**config.mk**
```make
export PLATFORM = sky130hd
export DESIGN_NAME = adc_scan_sequencer_flat
export DESIGN_NICKNAME = d
export VERILOG_FILES = /design/src/rtl/adcseq_pkg.sv /design/src/rtl/adcseq_if.sv /design/src/rtl/adcseq_csr.sv /design/src/rtl/adcseq_ctrl.sv /design/src/rtl/adcseq_out_stage.sv /design/src/rtl/adc_scan_sequencer.sv /design/src/flat_wrapper.sv
export SDC_FILE = /design/constraint.sdc
export NUM_CORES = 1
export LEC_CHECK = 0
export BUFFER_PORTS_ARGS = -buffer_cell sky130_fd_sc_hd__clkbuf_2
export CAP_MARGIN = 20
export CELL_PAD_IN_SITES_DETAIL_PLACEMENT = 0
export CELL_PAD_IN_SITES_GLOBAL_PLACEMENT = 1
export CORE_MARGIN = 1
export CORE_UTILIZATION = 45
export CTS_CLUSTER_SIZE = 20
export DETAILED_ROUTE_END_ITERATION = 8
export GPL_ROUTABILITY_DRIVEN = 0
export PLACE_DENSITY_LB_ADDON = 0.1
export SYNTH_ARGS = -nofsm -noshare
export SYNTH_HDL_FRONTEND = slang
export SYNTH_HIERARCHICAL = 1
export SYNTH_SLANG_ARGS = --single-unit
```
**constraint.sdc**
```tcl
create_clock -name clock -period 7.56 [get_ports clock]
set_input_delay 1.512 -clock clock [delete_from_list [all_inputs] [get_ports clock]]
set_output_delay 1.512 -clock clock [all_outputs]
set_load 0.05 [all_outputs]
```
**src/rtl/adcseq_pkg.sv**
```systemverilog
package adcseq_pkg;

   localparam int MAX_SCAN_ENTRIES   = 8;
   localparam int SAMPLE_BITS        = 10;
   localparam int CHANNEL_BITS       = 5;

   localparam int OP_BITS            = 2;
   localparam int STATUS_BITS        = 2;
   localparam int READING_BITS       = SAMPLE_BITS;
   localparam int LOW_RES_BITS       = 8;
   localparam int READING_INDEX_BITS = 3;

   localparam int SCAN_LENGTH_BITS   = 4;
   localparam int SCAN_CHANNELS_BITS = 40;
   localparam int SCAN_SLOTS         = SCAN_CHANNELS_BITS / CHANNEL_BITS;
   localparam int SCAN_POS_BITS      = 4;
   localparam int VREF_BITS          = 13;
   localparam int MV_BITS            = 13;
   localparam int WAIT_BITS          = 16;
   localparam int PROD_BITS          = READING_BITS + VREF_BITS;

   localparam int PDATA_BITS         = 64;
   localparam int PADDR_BITS         = 6;
   localparam int REG_INDEX_BITS     = 3;

   typedef enum logic [OP_BITS-1:0] {
      OP_START_SINGLE = 2'd0,
      OP_START_SCAN   = 2'd1,
      OP_CONV_DONE    = 2'd2,
      OP_TICK         = 2'd3
   } op_type;

   typedef enum logic [STATUS_BITS-1:0] {
      ST_OK      = 2'd0,
      ST_BUSY    = 2'd1,
      ST_TIMEOUT = 2'd2,
      ST_IGNORED = 2'd3
   } status_type;

   typedef enum logic [REG_INDEX_BITS-1:0] {
      REG_SCAN_LENGTH   = 3'd0,
      REG_SCAN_CHANNELS = 3'd1,
      REG_EIGHT_BIT     = 3'd2,
      REG_VREF          = 3'd3,
      REG_TIMEOUT       = 3'd4
   } reg_index_type;

   localparam logic [SCAN_LENGTH_BITS-1:0]   SCAN_LENGTH_RESET = 4'd1;
   localparam logic [VREF_BITS-1:0]          VREF_RESET        = 13'd5000;
   localparam logic [WAIT_BITS-1:0]          TIMEOUT_RESET     = 16'd50000;

   typedef struct packed {
      logic [SCAN_LENGTH_BITS-1:0]   scan_length;
      logic [SCAN_CHANNELS_BITS-1:0] scan_channels;
      logic                          eight_bit_mode;
      logic [VREF_BITS-1:0]          vref_millivolts;
      logic [WAIT_BITS-1:0]          timeout_ticks;
   } cfg_type;

   typedef struct packed {
      logic [OP_BITS-1:0]      operation;
      logic [CHANNEL_BITS-1:0] channel;
      logic                    timed_wait;
      logic [SAMPLE_BITS-1:0]  sample;
   } req_payload_type;

   typedef struct packed {
      logic [STATUS_BITS-1:0]        status;
      logic [CHANNEL_BITS-1:0]       mux_select;
      logic                          start_conversion;
      logic [READING_BITS-1:0]       reading;
      logic                          reading_valid;
      logic [MV_BITS-1:0]            millivolts;
      logic [READING_INDEX_BITS-1:0] reading_index;
      logic                          scan_done;
      logic                          busy_res;
   } rsp_payload_type;

   function automatic logic [CHANNEL_BITS-1:0] scan_entry(
      input logic [SCAN_CHANNELS_BITS-1:0] chans,
      input logic [SCAN_POS_BITS-1:0]      k
   );
      logic [CHANNEL_BITS-1:0] sel;
      sel = '0;
      for (int i = 0; i < SCAN_SLOTS; i++) begin
         if (k == SCAN_POS_BITS'(i)) begin
            sel = chans[i*CHANNEL_BITS +: CHANNEL_BITS];
         end
      end
      return sel;
   endfunction

   function automatic logic [SCAN_POS_BITS-1:0] effective_length(
      input logic [SCAN_LENGTH_BITS-1:0] len
   );
      logic [SCAN_POS_BITS-1:0] eff;
      if (len == '0) begin
         eff = SCAN_POS_BITS'(1);
      end else if (SCAN_POS_BITS'(len) > SCAN_POS_BITS'(MAX_SCAN_ENTRIES)) begin
         eff = SCAN_POS_BITS'(MAX_SCAN_ENTRIES);
      end else begin
         eff = SCAN_POS_BITS'(len);
      end
      return eff;
   endfunction

endpackage

```
**src/rtl/adcseq_if.sv**
```systemverilog
interface adcseq_req_if import adcseq_pkg::*; ();
   logic                    valid;
   logic                    ready;
   logic [OP_BITS-1:0]      operation;
   logic [CHANNEL_BITS-1:0] channel;
   logic                    timed_wait;
   logic [SAMPLE_BITS-1:0]  sample;

   modport source (output valid, operation, channel, timed_wait, sample, input ready);
   modport sink   (input valid, operation, channel, timed_wait, sample, output ready);
endinterface

interface adcseq_rsp_if import adcseq_pkg::*; ();
   logic                          valid;
   logic                          ready;
   logic [STATUS_BITS-1:0]        status;
   logic [CHANNEL_BITS-1:0]       mux_select;
   logic                          start_conversion;
   logic [READING_BITS-1:0]       reading;
   logic                          reading_valid;
   logic [MV_BITS-1:0]            millivolts;
   logic [READING_INDEX_BITS-1:0] reading_index;
   logic                          scan_done;
   logic                          busy_res;

   modport source (output valid, status, mux_select, start_conversion, reading,
                   reading_valid, millivolts, reading_index, scan_done, busy_res,
                   input ready);
   modport sink   (input valid, status, mux_select, start_conversion, reading,
                   reading_valid, millivolts, reading_index, scan_done, busy_res,
                   output ready);
endinterface

```
**src/rtl/adcseq_csr.sv**
```systemverilog
module adcseq_csr import adcseq_pkg::*; (
   input  logic                  clock,
   input  logic                  reset,
   input  logic                  psel,
   input  logic                  penable,
   input  logic                  pwrite,
   input  logic [PADDR_BITS-1:0] paddr,
   input  logic [PDATA_BITS-1:0] pwdata,
   output logic [PDATA_BITS-1:0] prdata,
   output logic                  pready,
   output cfg_type               cfg
);

   cfg_type                   cfg_ff;
   cfg_type                   cfg_in;
   logic                      wr_en;
   logic [REG_INDEX_BITS-1:0] reg_index;

   assign pready    = 1'b1;
   assign wr_en     = psel && penable && pwrite;
   assign reg_index = paddr[PADDR_BITS-1:PADDR_BITS-REG_INDEX_BITS];
   assign cfg       = cfg_ff;

   always_comb begin
      cfg_in = cfg_ff;
      if (wr_en) begin
         case (reg_index)
            REG_SCAN_LENGTH:   cfg_in.scan_length     = pwdata[SCAN_LENGTH_BITS-1:0];
            REG_SCAN_CHANNELS: cfg_in.scan_channels   = pwdata[SCAN_CHANNELS_BITS-1:0];
            REG_EIGHT_BIT:     cfg_in.eight_bit_mode  = pwdata[0];
            REG_VREF:          cfg_in.vref_millivolts = pwdata[VREF_BITS-1:0];
            REG_TIMEOUT:       cfg_in.timeout_ticks   = pwdata[WAIT_BITS-1:0];
            default: ;
         endcase
      end
   end

   always_comb begin
      case (reg_index)
         REG_SCAN_LENGTH:   prdata = PDATA_BITS'(cfg_ff.scan_length);
         REG_SCAN_CHANNELS: prdata = PDATA_BITS'(cfg_ff.scan_channels);
         REG_EIGHT_BIT:     prdata = PDATA_BITS'(cfg_ff.eight_bit_mode);
         REG_VREF:          prdata = PDATA_BITS'(cfg_ff.vref_millivolts);
         REG_TIMEOUT:       prdata = PDATA_BITS'(cfg_ff.timeout_ticks);
         default:           prdata = '0;
      endcase
   end

   always_ff @(posedge clock) begin
      if (reset) begin
         cfg_ff.scan_length     <= SCAN_LENGTH_RESET;
         cfg_ff.scan_channels   <= '0;
         cfg_ff.eight_bit_mode  <= 1'b0;
         cfg_ff.vref_millivolts <= VREF_RESET;
         cfg_ff.timeout_ticks   <= TIMEOUT_RESET;
      end else begin
         cfg_ff <= cfg_in;
      end
   end

endmodule

```
**src/rtl/adcseq_ctrl.sv**
```systemverilog
module adcseq_ctrl import adcseq_pkg::*; (
   input  logic            clock,
   input  logic            reset,
   adcseq_req_if.sink      req_bus,
   input  cfg_type         cfg,
   output logic            res_valid,
   input  logic            res_ready,
   output rsp_payload_type res
);

   logic                     in_valid_ff;
   logic                     in_valid_in;
   req_payload_type          in_data_ff;
   req_payload_type          in_data_in;
   logic                     req_take;
   logic                     fire;

   logic                     busy_ff;
   logic                     busy_in;
   logic                     scan_mode_ff;
   logic                     scan_mode_in;
   logic [SCAN_POS_BITS-1:0] scan_pos_ff;
   logic [SCAN_POS_BITS-1:0] scan_pos_in;
   logic [WAIT_BITS-1:0]     wait_count_ff;
   logic [WAIT_BITS-1:0]     wait_count_in;
   logic                     timed_single_ff;
   logic                     timed_single_in;

   logic [READING_BITS-1:0]  rd;
   logic [PROD_BITS-1:0]     product;
   logic [SCAN_POS_BITS-1:0] pos_next;
   logic [WAIT_BITS-1:0]     wait_next;

   assign fire          = in_valid_ff && res_ready;
   assign req_bus.ready = !in_valid_ff || fire;
   assign req_take      = req_bus.valid && req_bus.ready;
   assign res_valid     = in_valid_ff;

   always_comb begin
      in_valid_in = in_valid_ff;
      if (req_take) begin
         in_valid_in = 1'b1;
      end else if (fire) begin
         in_valid_in = 1'b0;
      end
      in_data_in            = in_data_ff;
      if (req_take) begin
         in_data_in.operation  = req_bus.operation;
         in_data_in.channel    = req_bus.channel;
         in_data_in.timed_wait = req_bus.timed_wait;
         in_data_in.sample     = req_bus.sample;
      end
   end

   always_comb begin
      if (cfg.eight_bit_mode) begin
         rd = READING_BITS'(in_data_ff.sample >> (SAMPLE_BITS - LOW_RES_BITS));
      end else begin
         rd = in_data_ff.sample;
      end
      product   = PROD_BITS'(rd) * PROD_BITS'(cfg.vref_millivolts);
      pos_next  = scan_pos_ff + SCAN_POS_BITS'(1);
      wait_next = wait_count_ff + WAIT_BITS'(1);
   end

   always_comb begin
      busy_in         = busy_ff;
      scan_mode_in    = scan_mode_ff;
      scan_pos_in     = scan_pos_ff;
      wait_count_in   = wait_count_ff;
      timed_single_in = timed_single_ff;
      res             = '0;
      res.status      = ST_OK;

      case (in_data_ff.operation)
         OP_START_SINGLE, OP_START_SCAN: begin
            if (busy_ff) begin
               res.status = ST_BUSY;
            end else begin
               busy_in              = 1'b1;
               wait_count_in        = '0;
               res.start_conversion = 1'b1;
               if (in_data_ff.operation == OP_START_SINGLE) begin
                  scan_mode_in    = 1'b0;
                  timed_single_in = in_data_ff.timed_wait;
                  res.mux_select  = in_data_ff.channel;
               end else begin
                  scan_mode_in    = 1'b1;
                  timed_single_in = 1'b0;
                  scan_pos_in     = '0;
                  res.mux_select  = scan_entry(cfg.scan_channels, '0);
               end
            end
         end
         OP_CONV_DONE: begin
            if (!busy_ff) begin
               res.status = ST_IGNORED;
            end else begin
               res.reading       = rd;
               res.reading_valid = 1'b1;
               if (cfg.eight_bit_mode) begin
                  res.millivolts = MV_BITS'(product >> LOW_RES_BITS);
               end else begin
                  res.millivolts = MV_BITS'(product >> SAMPLE_BITS);
               end
               if (!scan_mode_ff) begin
                  res.scan_done   = 1'b1;
                  busy_in         = 1'b0;
                  timed_single_in = 1'b0;
                  wait_count_in   = '0;
               end else begin
                  res.reading_index = READING_INDEX_BITS'(scan_pos_ff);
                  scan_pos_in       = pos_next;
                  if (pos_next >= effective_length(cfg.scan_length)) begin
                     res.scan_done = 1'b1;
                     busy_in       = 1'b0;
                  end else begin
                     res.start_conversion = 1'b1;
                     res.mux_select       = scan_entry(cfg.scan_channels, pos_next);
                  end
               end
            end
         end
         OP_TICK: begin
            if (busy_ff && !scan_mode_ff && timed_single_ff) begin
               wait_count_in = wait_next;
               if (wait_next >= cfg.timeout_ticks) begin
                  res.status      = ST_TIMEOUT;
                  busy_in         = 1'b0;
                  timed_single_in = 1'b0;
                  wait_count_in   = '0;
               end
            end else begin
               res.status = ST_IGNORED;
            end
         end
         default: res.status = ST_IGNORED;
      endcase

      res.busy_res = busy_in;
   end

   always_ff @(posedge clock) begin
      if (reset) begin
         in_valid_ff     <= 1'b0;
         busy_ff         <= 1'b0;
         scan_mode_ff    <= 1'b0;
         scan_pos_ff     <= '0;
         wait_count_ff   <= '0;
         timed_single_ff <= 1'b0;
      end else begin
         in_valid_ff <= in_valid_in;
         if (fire) begin
            busy_ff         <= busy_in;
            scan_mode_ff    <= scan_mode_in;
            scan_pos_ff     <= scan_pos_in;
            wait_count_ff   <= wait_count_in;
            timed_single_ff <= timed_single_in;
         end
      end
   end

   always_ff @(posedge clock) begin
      in_data_ff <= in_data_in;
   end

   a_timed_only_single: assert property (@(posedge clock) disable iff (reset)
      timed_single_ff |-> (busy_ff && !scan_mode_ff))
      else $error("timed flag set outside a single conversion");

   a_wait_needs_timed: assert property (@(posedge clock) disable iff (reset)
      (wait_count_ff != '0) |-> timed_single_ff)
      else $error("wait count running without a timed conversion");

   a_start_keeps_busy: assert property (@(posedge clock) disable iff (reset)
      (fire && res.start_conversion) |-> res.busy_res)
      else $error("conversion started while going idle");

   a_reading_ok: assert property (@(posedge clock) disable iff (reset)
      (fire && res.reading_valid) |-> (res.status == ST_OK))
      else $error("reading delivered with error status");

endmodule

```
**src/rtl/adcseq_out_stage.sv**
```systemverilog
module adcseq_out_stage import adcseq_pkg::*; (
   input  logic            clock,
   input  logic            reset,
   input  logic            res_valid,
   output logic            res_ready,
   input  rsp_payload_type res,
   adcseq_rsp_if.source    rsp_bus
);

   logic            out_valid_ff;
   logic            out_valid_in;
   rsp_payload_type out_data_ff;
   rsp_payload_type out_data_in;
   logic            load;

   assign res_ready = !out_valid_ff || rsp_bus.ready;
   assign load      = res_valid && res_ready;

   always_comb begin
      out_valid_in = out_valid_ff;
      if (load) begin
         out_valid_in = 1'b1;
      end else if (rsp_bus.ready) begin
         out_valid_in = 1'b0;
      end
      out_data_in = load ? res : out_data_ff;
   end

   always_ff @(posedge clock) begin
      if (reset) begin
         out_valid_ff <= 1'b0;
      end else begin
         out_valid_ff <= out_valid_in;
      end
   end

   always_ff @(posedge clock) begin
      out_data_ff <= out_data_in;
   end

   assign rsp_bus.valid            = out_valid_ff;
   assign rsp_bus.status           = out_data_ff.status;
   assign rsp_bus.mux_select       = out_data_ff.mux_select;
   assign rsp_bus.start_conversion = out_data_ff.start_conversion;
   assign rsp_bus.reading          = out_data_ff.reading;
   assign rsp_bus.reading_valid    = out_data_ff.reading_valid;
   assign rsp_bus.millivolts       = out_data_ff.millivolts;
   assign rsp_bus.reading_index    = out_data_ff.reading_index;
   assign rsp_bus.scan_done        = out_data_ff.scan_done;
   assign rsp_bus.busy_res         = out_data_ff.busy_res;

endmodule

```
**src/rtl/adc_scan_sequencer.sv**
```systemverilog
// ADC scan sequencer.
// Input channel req_bus carries one event per transaction: start single, start
// scan, conversion complete or tick, with channel, timed flag and raw sample.
// Result channel rsp_bus returns exactly one transaction per event: status,
// the multiplexer channel to start (if any), the reading in full or 8-bit
// resolution with its millivolt value and scan index, scan done and busy.
// Registers (scan length, channel list, 8-bit mode, reference, timeout) sit
// on an APB-style port at byte addresses 8*i, 64-bit data; write only while
// no transaction is in flight.
// An accepted event lands in the input register; its result is computed from
// that register and loads into the result register, from which it is offered
// on rsp_bus. Throughput: one event per cycle while the result register is free
// to load, set by the combinational state update between the two registers.
// When rsp_bus.ready is low the result register holds, one more event waits
// in the input register, and req_bus.ready then drops until the result leaves.
// Reset: synchronous, active high; clears busy, mode, scan position, timeout
// count and both pipeline valids, and loads the register reset values.
module adc_scan_sequencer import adcseq_pkg::*; (
   input  logic                  clock,
   input  logic                  reset,
   adcseq_req_if.sink            req_bus,
   adcseq_rsp_if.source          rsp_bus,
   input  logic                  psel,
   input  logic                  penable,
   input  logic                  pwrite,
   input  logic [PADDR_BITS-1:0] paddr,
   input  logic [PDATA_BITS-1:0] pwdata,
   output logic [PDATA_BITS-1:0] prdata,
   output logic                  pready
);

   cfg_type         cfg;
   logic            res_valid;
   logic            res_ready;
   rsp_payload_type res;

   adcseq_csr u_csr (
      .clock   (clock),
      .reset   (reset),
      .psel    (psel),
      .penable (penable),
      .pwrite  (pwrite),
      .paddr   (paddr),
      .pwdata  (pwdata),
      .prdata  (prdata),
      .pready  (pready),
      .cfg     (cfg)
   );

   adcseq_ctrl u_ctrl (
      .clock     (clock),
      .reset     (reset),
      .req_bus   (req_bus),
      .cfg       (cfg),
      .res_valid (res_valid),
      .res_ready (res_ready),
      .res       (res)
   );

   adcseq_out_stage u_out (
      .clock     (clock),
      .reset     (reset),
      .res_valid (res_valid),
      .res_ready (res_ready),
      .res       (res),
      .rsp_bus   (rsp_bus)
   );

endmodule

```
**src/flat_wrapper.sv**
```systemverilog
// flat-port wrapper written by rule: the top's interface ports become plain ports
module adc_scan_sequencer_flat import adcseq_pkg::*;
  (clock, reset, psel, penable, pwrite, paddr, pwdata, prdata, pready, req_bus_valid, req_bus_operation, req_bus_channel, req_bus_timed_wait, req_bus_sample, req_bus_ready, rsp_bus_valid, rsp_bus_status, rsp_bus_mux_select, rsp_bus_start_conversion, rsp_bus_reading, rsp_bus_reading_valid, rsp_bus_millivolts, rsp_bus_reading_index, rsp_bus_scan_done, rsp_bus_busy_res, rsp_bus_ready);
  adcseq_req_if req_bus_i ();
  adcseq_rsp_if rsp_bus_i ();
  input  logic clock;
  input  logic reset;
  input  logic psel;
  input  logic penable;
  input  logic pwrite;
  input  logic [PADDR_BITS-1:0] paddr;
  input  logic [PDATA_BITS-1:0] pwdata;
  output logic [PDATA_BITS-1:0] prdata;
  output logic pready;
  input wire logic [$bits(req_bus_i.valid)-1:0] req_bus_valid;
  input wire logic [$bits(req_bus_i.operation)-1:0] req_bus_operation;
  input wire logic [$bits(req_bus_i.channel)-1:0] req_bus_channel;
  input wire logic [$bits(req_bus_i.timed_wait)-1:0] req_bus_timed_wait;
  input wire logic [$bits(req_bus_i.sample)-1:0] req_bus_sample;
  output wire logic [$bits(req_bus_i.ready)-1:0] req_bus_ready;
  output wire logic [$bits(rsp_bus_i.valid)-1:0] rsp_bus_valid;
  output wire logic [$bits(rsp_bus_i.status)-1:0] rsp_bus_status;
  output wire logic [$bits(rsp_bus_i.mux_select)-1:0] rsp_bus_mux_select;
  output wire logic [$bits(rsp_bus_i.start_conversion)-1:0] rsp_bus_start_conversion;
  output wire logic [$bits(rsp_bus_i.reading)-1:0] rsp_bus_reading;
  output wire logic [$bits(rsp_bus_i.reading_valid)-1:0] rsp_bus_reading_valid;
  output wire logic [$bits(rsp_bus_i.millivolts)-1:0] rsp_bus_millivolts;
  output wire logic [$bits(rsp_bus_i.reading_index)-1:0] rsp_bus_reading_index;
  output wire logic [$bits(rsp_bus_i.scan_done)-1:0] rsp_bus_scan_done;
  output wire logic [$bits(rsp_bus_i.busy_res)-1:0] rsp_bus_busy_res;
  input wire logic [$bits(rsp_bus_i.ready)-1:0] rsp_bus_ready;
  assign req_bus_i.valid = req_bus_valid;
  assign req_bus_i.operation = req_bus_operation;
  assign req_bus_i.channel = req_bus_channel;
  assign req_bus_i.timed_wait = req_bus_timed_wait;
  assign req_bus_i.sample = req_bus_sample;
  assign req_bus_ready = req_bus_i.ready;
  assign rsp_bus_valid = rsp_bus_i.valid;
  assign rsp_bus_status = rsp_bus_i.status;
  assign rsp_bus_mux_select = rsp_bus_i.mux_select;
  assign rsp_bus_start_conversion = rsp_bus_i.start_conversion;
  assign rsp_bus_reading = rsp_bus_i.reading;
  assign rsp_bus_reading_valid = rsp_bus_i.reading_valid;
  assign rsp_bus_millivolts = rsp_bus_i.millivolts;
  assign rsp_bus_reading_index = rsp_bus_i.reading_index;
  assign rsp_bus_scan_done = rsp_bus_i.scan_done;
  assign rsp_bus_busy_res = rsp_bus_i.busy_res;
  assign rsp_bus_i.ready = rsp_bus_ready;
  adc_scan_sequencer u_core (.clock(clock), .reset(reset), .req_bus(req_bus_i), .rsp_bus(rsp_bus_i), .psel(psel), .penable(penable), .pwrite(pwrite), .paddr(paddr), .pwdata(pwdata), .prdata(prdata), .pready(pready));
endmodule
```
==> out/results.tsv <==
stage	metric	value	unit
drt	WL final	33800	um
sta	Setup WS post-layout	1.29	ns
die	Initial Util	45.9	%
finish	layout cells sized above 1	14.8	%
synthesis	mapped cell area	12800	um^2
global_route	vias in the first global route	9899	
sta	Hold Fails Final Rpt	0	
global_route	global route overflow	0	
drt	vias post-DR	9851	
finish	Cell Count, Final, Fillers Out	1879	
synthesis	number of synthesis warnings	6	
finish	register area	3630	um^2
finish	commonest non-fill, non-tap cells in the layout	clkbuf_2 (145), inv_1 (125), nand2b_1 (121)	
clock_tree	Max Buffers Root-to-Sink	2	
critical_path	CP required	7.74	ns
synthesis	Post-Syn Area per Cell	9.25	um^2
global_route	largest net degree at the start of global routing	79	
drt	DR DRC count	0	
die	total core area	27900	um^2
clock_tree	CTS tree	done	
synthesis	ys async rst share	0	%
finish	Final Core Density	51.2	%
hold_path	Tightest Hold Check Type	reg -> reg	
drt	drt wl/cell	18.0	um
critical_path	top fanout value on the critical path	21	
clock_tree	CTS sink cnt	154	
finish	cell area after layout	14300	um^2
finish	Inserted Diodes	0	
synthesis	combinational family with the most area after synthesis	simple AND/OR/NAND/NOR gates	
clock_tree	Worst-Skew Late Latency	0.44	ns
critical_path	Setup CP Type	reg -> reg	
synthesis	Post-synth EDFFs	55	
critical_path	r2r setup slk	1.29	ns
sta	final setup vio count	0	
sta	Slew HR	28.7	%
outcome	status	complete, no violations	
critical_path	slowest CP cell	fa_1	
critical_path	cell family with most CP delay	adder cells	
drt	1st-iter DRT viols	622	
sta	Slew @ Worst Pin	1.07	ns
pwr	total power	2.63	mW
critical_path	critical path arrival	6.45	ns
clock_tree	H-tree depth	4	
synthesis	Post-Synthesis Cells	1387	
pwr	leakage	6.40	nW
global_route	first-pass GRT wire length	54000	um
synthesis	Seq/Total Area, Yosys	28.3	%
sta	max-slew violation count	0	
clock_tree	# Post-CTS Setup Buffers	0	
job	max cap viols	0	
sta	final setup TNS	0	ns
sta	fmax	0.160	GHz
pwr	pwr dens	184	nW/um^2
critical_path	CP Cell Sequence	buf_4, mux2_2, nand2_1, fa_1, inv_1, fa_1, inv_1, fa_1, inv_1, fa_1, inv_1, fa_1, inv_1, ha_1, and2_1, a22oi_2, a211oi_1, or3_2, nand3_1, nand3_1	
die	Std-Cell Rows	61	
place	DP Cell Count	1846	
finish	area grow syn2layout	11.4	%
finish	footprint of the multi-input gates	8260	um^2
place	Port Buf Inserts	146	
synthesis	Seq cells post-synth	154	
synthesis	post-synthesis mux area share	8.37	%
synthesis	fraction of the mapped netlist area in compound gates	9.23	%
finish	commonest non-fill, non-tap cell in the layout	clkbuf_2	
synthesis	Main synth FF type	dfxtp_1	
synthesis	XOR/XNOR Fraction of Synth Area	1.43	%
finish	final net count	1754	
global_route	total routing usage reported by global routing	24.3	%
drt	1st-pass router iterations	5	
place	pre-CTS WS	1.28	ns
pwr	maximum vdd drop	0.160	mV
synthesis	Post-Synth Adder-Cell Area	21.6	%
critical_path	Crit. End Element	flop	
drt	Vias/cell	5.24	
sta	skew final	0.0177	ns
clock_tree	hold_buf cts	0	
finish	filler instances	2691	
synthesis	Netlist cell types	77	
critical_path	CP Buf/Inv Count	6	
drt	post-route ant nets	0	
place	post-place instance area	13700	um^2
sta	crit share post-route	82.9	%
clock_tree	Worst-path clk slew	0.08	ns
global_route	initial antenna violation count	0	
die	Die Y	171	um
critical_path	slowest cell delay on critical path	0.56	ns
sta	Tmin final	6.27	ns
die	die span in x	171	um
die	# IOs	199	
synthesis	simple-gate share of the synthesized area	22.8	%
place	post-DP HPWL	25300	um
sta	hold slack	0.469	ns
sta	RSZ-0062 raised after global routing	false	
die	DIE AREA	29200	um^2
critical_path	startpoint types	flop	
clock_tree	CTS resizes	0	
clock_tree	CTS Buf Count	17	
clock_tree	Root Driver	clkbuf_16	
## cell type report
class / instances / area share (%)
Inverter: 126 / 3.31
Multi-Input combinational cell: 1028 / 57.8
Tap cell: 378 / 3.31
Clock buffer: 17 / 2.98
Timing Repair Buffer: 161 / 6.06
Sequential cell: 154 / 25.4
Clock inverter: 15 / 1.17
## layer usage
layer,global-route usage [%],wire length (um),vias to the layer above
met1,29.9,14600,4797
met4,8.00,913,0
li1,-,-,4819
met2,42.8,17000,187
met5,0,0,-
met3,4.56,1290,48
## logic make-up (layout without fill, tap and decap cells)
family | count (synthesis) | after routing
compound gates | 171 | 171
mux | 106 | 106
flops | 154 | 154
other cells | 2 | 25
xor+xnor | 21 | 21
buf+inv | 228 | 319
fa+ha+maj | 171 | 171
simple gates | 534 | 534
## final timing paths
| check | start | to | cells past startpoint |
|---|---|---|---|
| setup / recovery | u_core/u_csr/cfg[29]$_SDFFE_PP0P_ | u_core/u_out/rsp_bus.millivolts[11]$_DFFE_PP_ | 20 |
| hold reg to reg | u_core/u_ctrl/wait_count_ff[15]$_SDFFE_PP0P_ | u_core/u_ctrl/wait_count_ff[15]$_SDFFE_PP0P_ | 2 |
| setup reg to reg | u_core/u_csr/cfg[29]$_SDFFE_PP0P_ | u_core/u_out/rsp_bus.millivolts[11]$_DFFE_PP_ | 20 |
| hold / removal | u_core/u_ctrl/wait_count_ff[15]$_SDFFE_PP0P_ | u_core/u_ctrl/wait_count_ff[15]$_SDFFE_PP0P_ | 2 |
## cell usage after synthesis, types with 44 or more instances
cell	n	area, um^2
and2_1	71	444
clkbuf_1	44	165
dfxtp_1	99	1980
edfxtp_1	55	1650
fa_1	85	1700
ha_1	86	1080
inv_1	125	469
mux2i_1	96	961
nand2_1	113	424
nand2b_1	121	757
nor2_1	59	221
nor2b_1	47	294
## power breakdown
group / internal [mW] / switching, mW / leakage (nW)
registers: 0.880 / 0.0133 / 1.33
clock network: 0.448 / 0.433 / 0.290
logic: 0.315 / 0.543 / 4.78
total: 1.64 / 0.990 / 6.40
## flip-flops by register name, indices dropped and copies added, names as in the netlist
name                                   cells
u_core/u_csr/cfg                          74
u_core/u_ctrl/busy_ff                      1
u_core/u_ctrl/in_data_ff                  18
u_core/u_ctrl/res_valid                    1
u_core/u_ctrl/scan_mode_ff                 1
u_core/u_ctrl/scan_pos_ff                  4
u_core/u_ctrl/timed_single_ff              1
u_core/u_ctrl/wait_count_ff               16
u_core/u_out/rsp_bus.busy_res              1
u_core/u_out/rsp_bus.millivolts           13
u_core/u_out/rsp_bus.mux_select            5
u_core/u_out/rsp_bus.reading              10
u_core/u_out/rsp_bus.reading_index         3
u_core/u_out/rsp_bus.reading_valid         1
u_core/u_out/rsp_bus.scan_done             1
u_core/u_out/rsp_bus.start_conversion      1
u_core/u_out/rsp_bus.status                2
u_core/u_out/rsp_bus.valid                 1
## worst min-delay path, cell delays in order (launching register included)
cell     delay, ns
dfxtp_1       0.32
nand2_1       0.05
a21oi_1       0.05
Note: power is estimated with default switching activity, not from simulation.
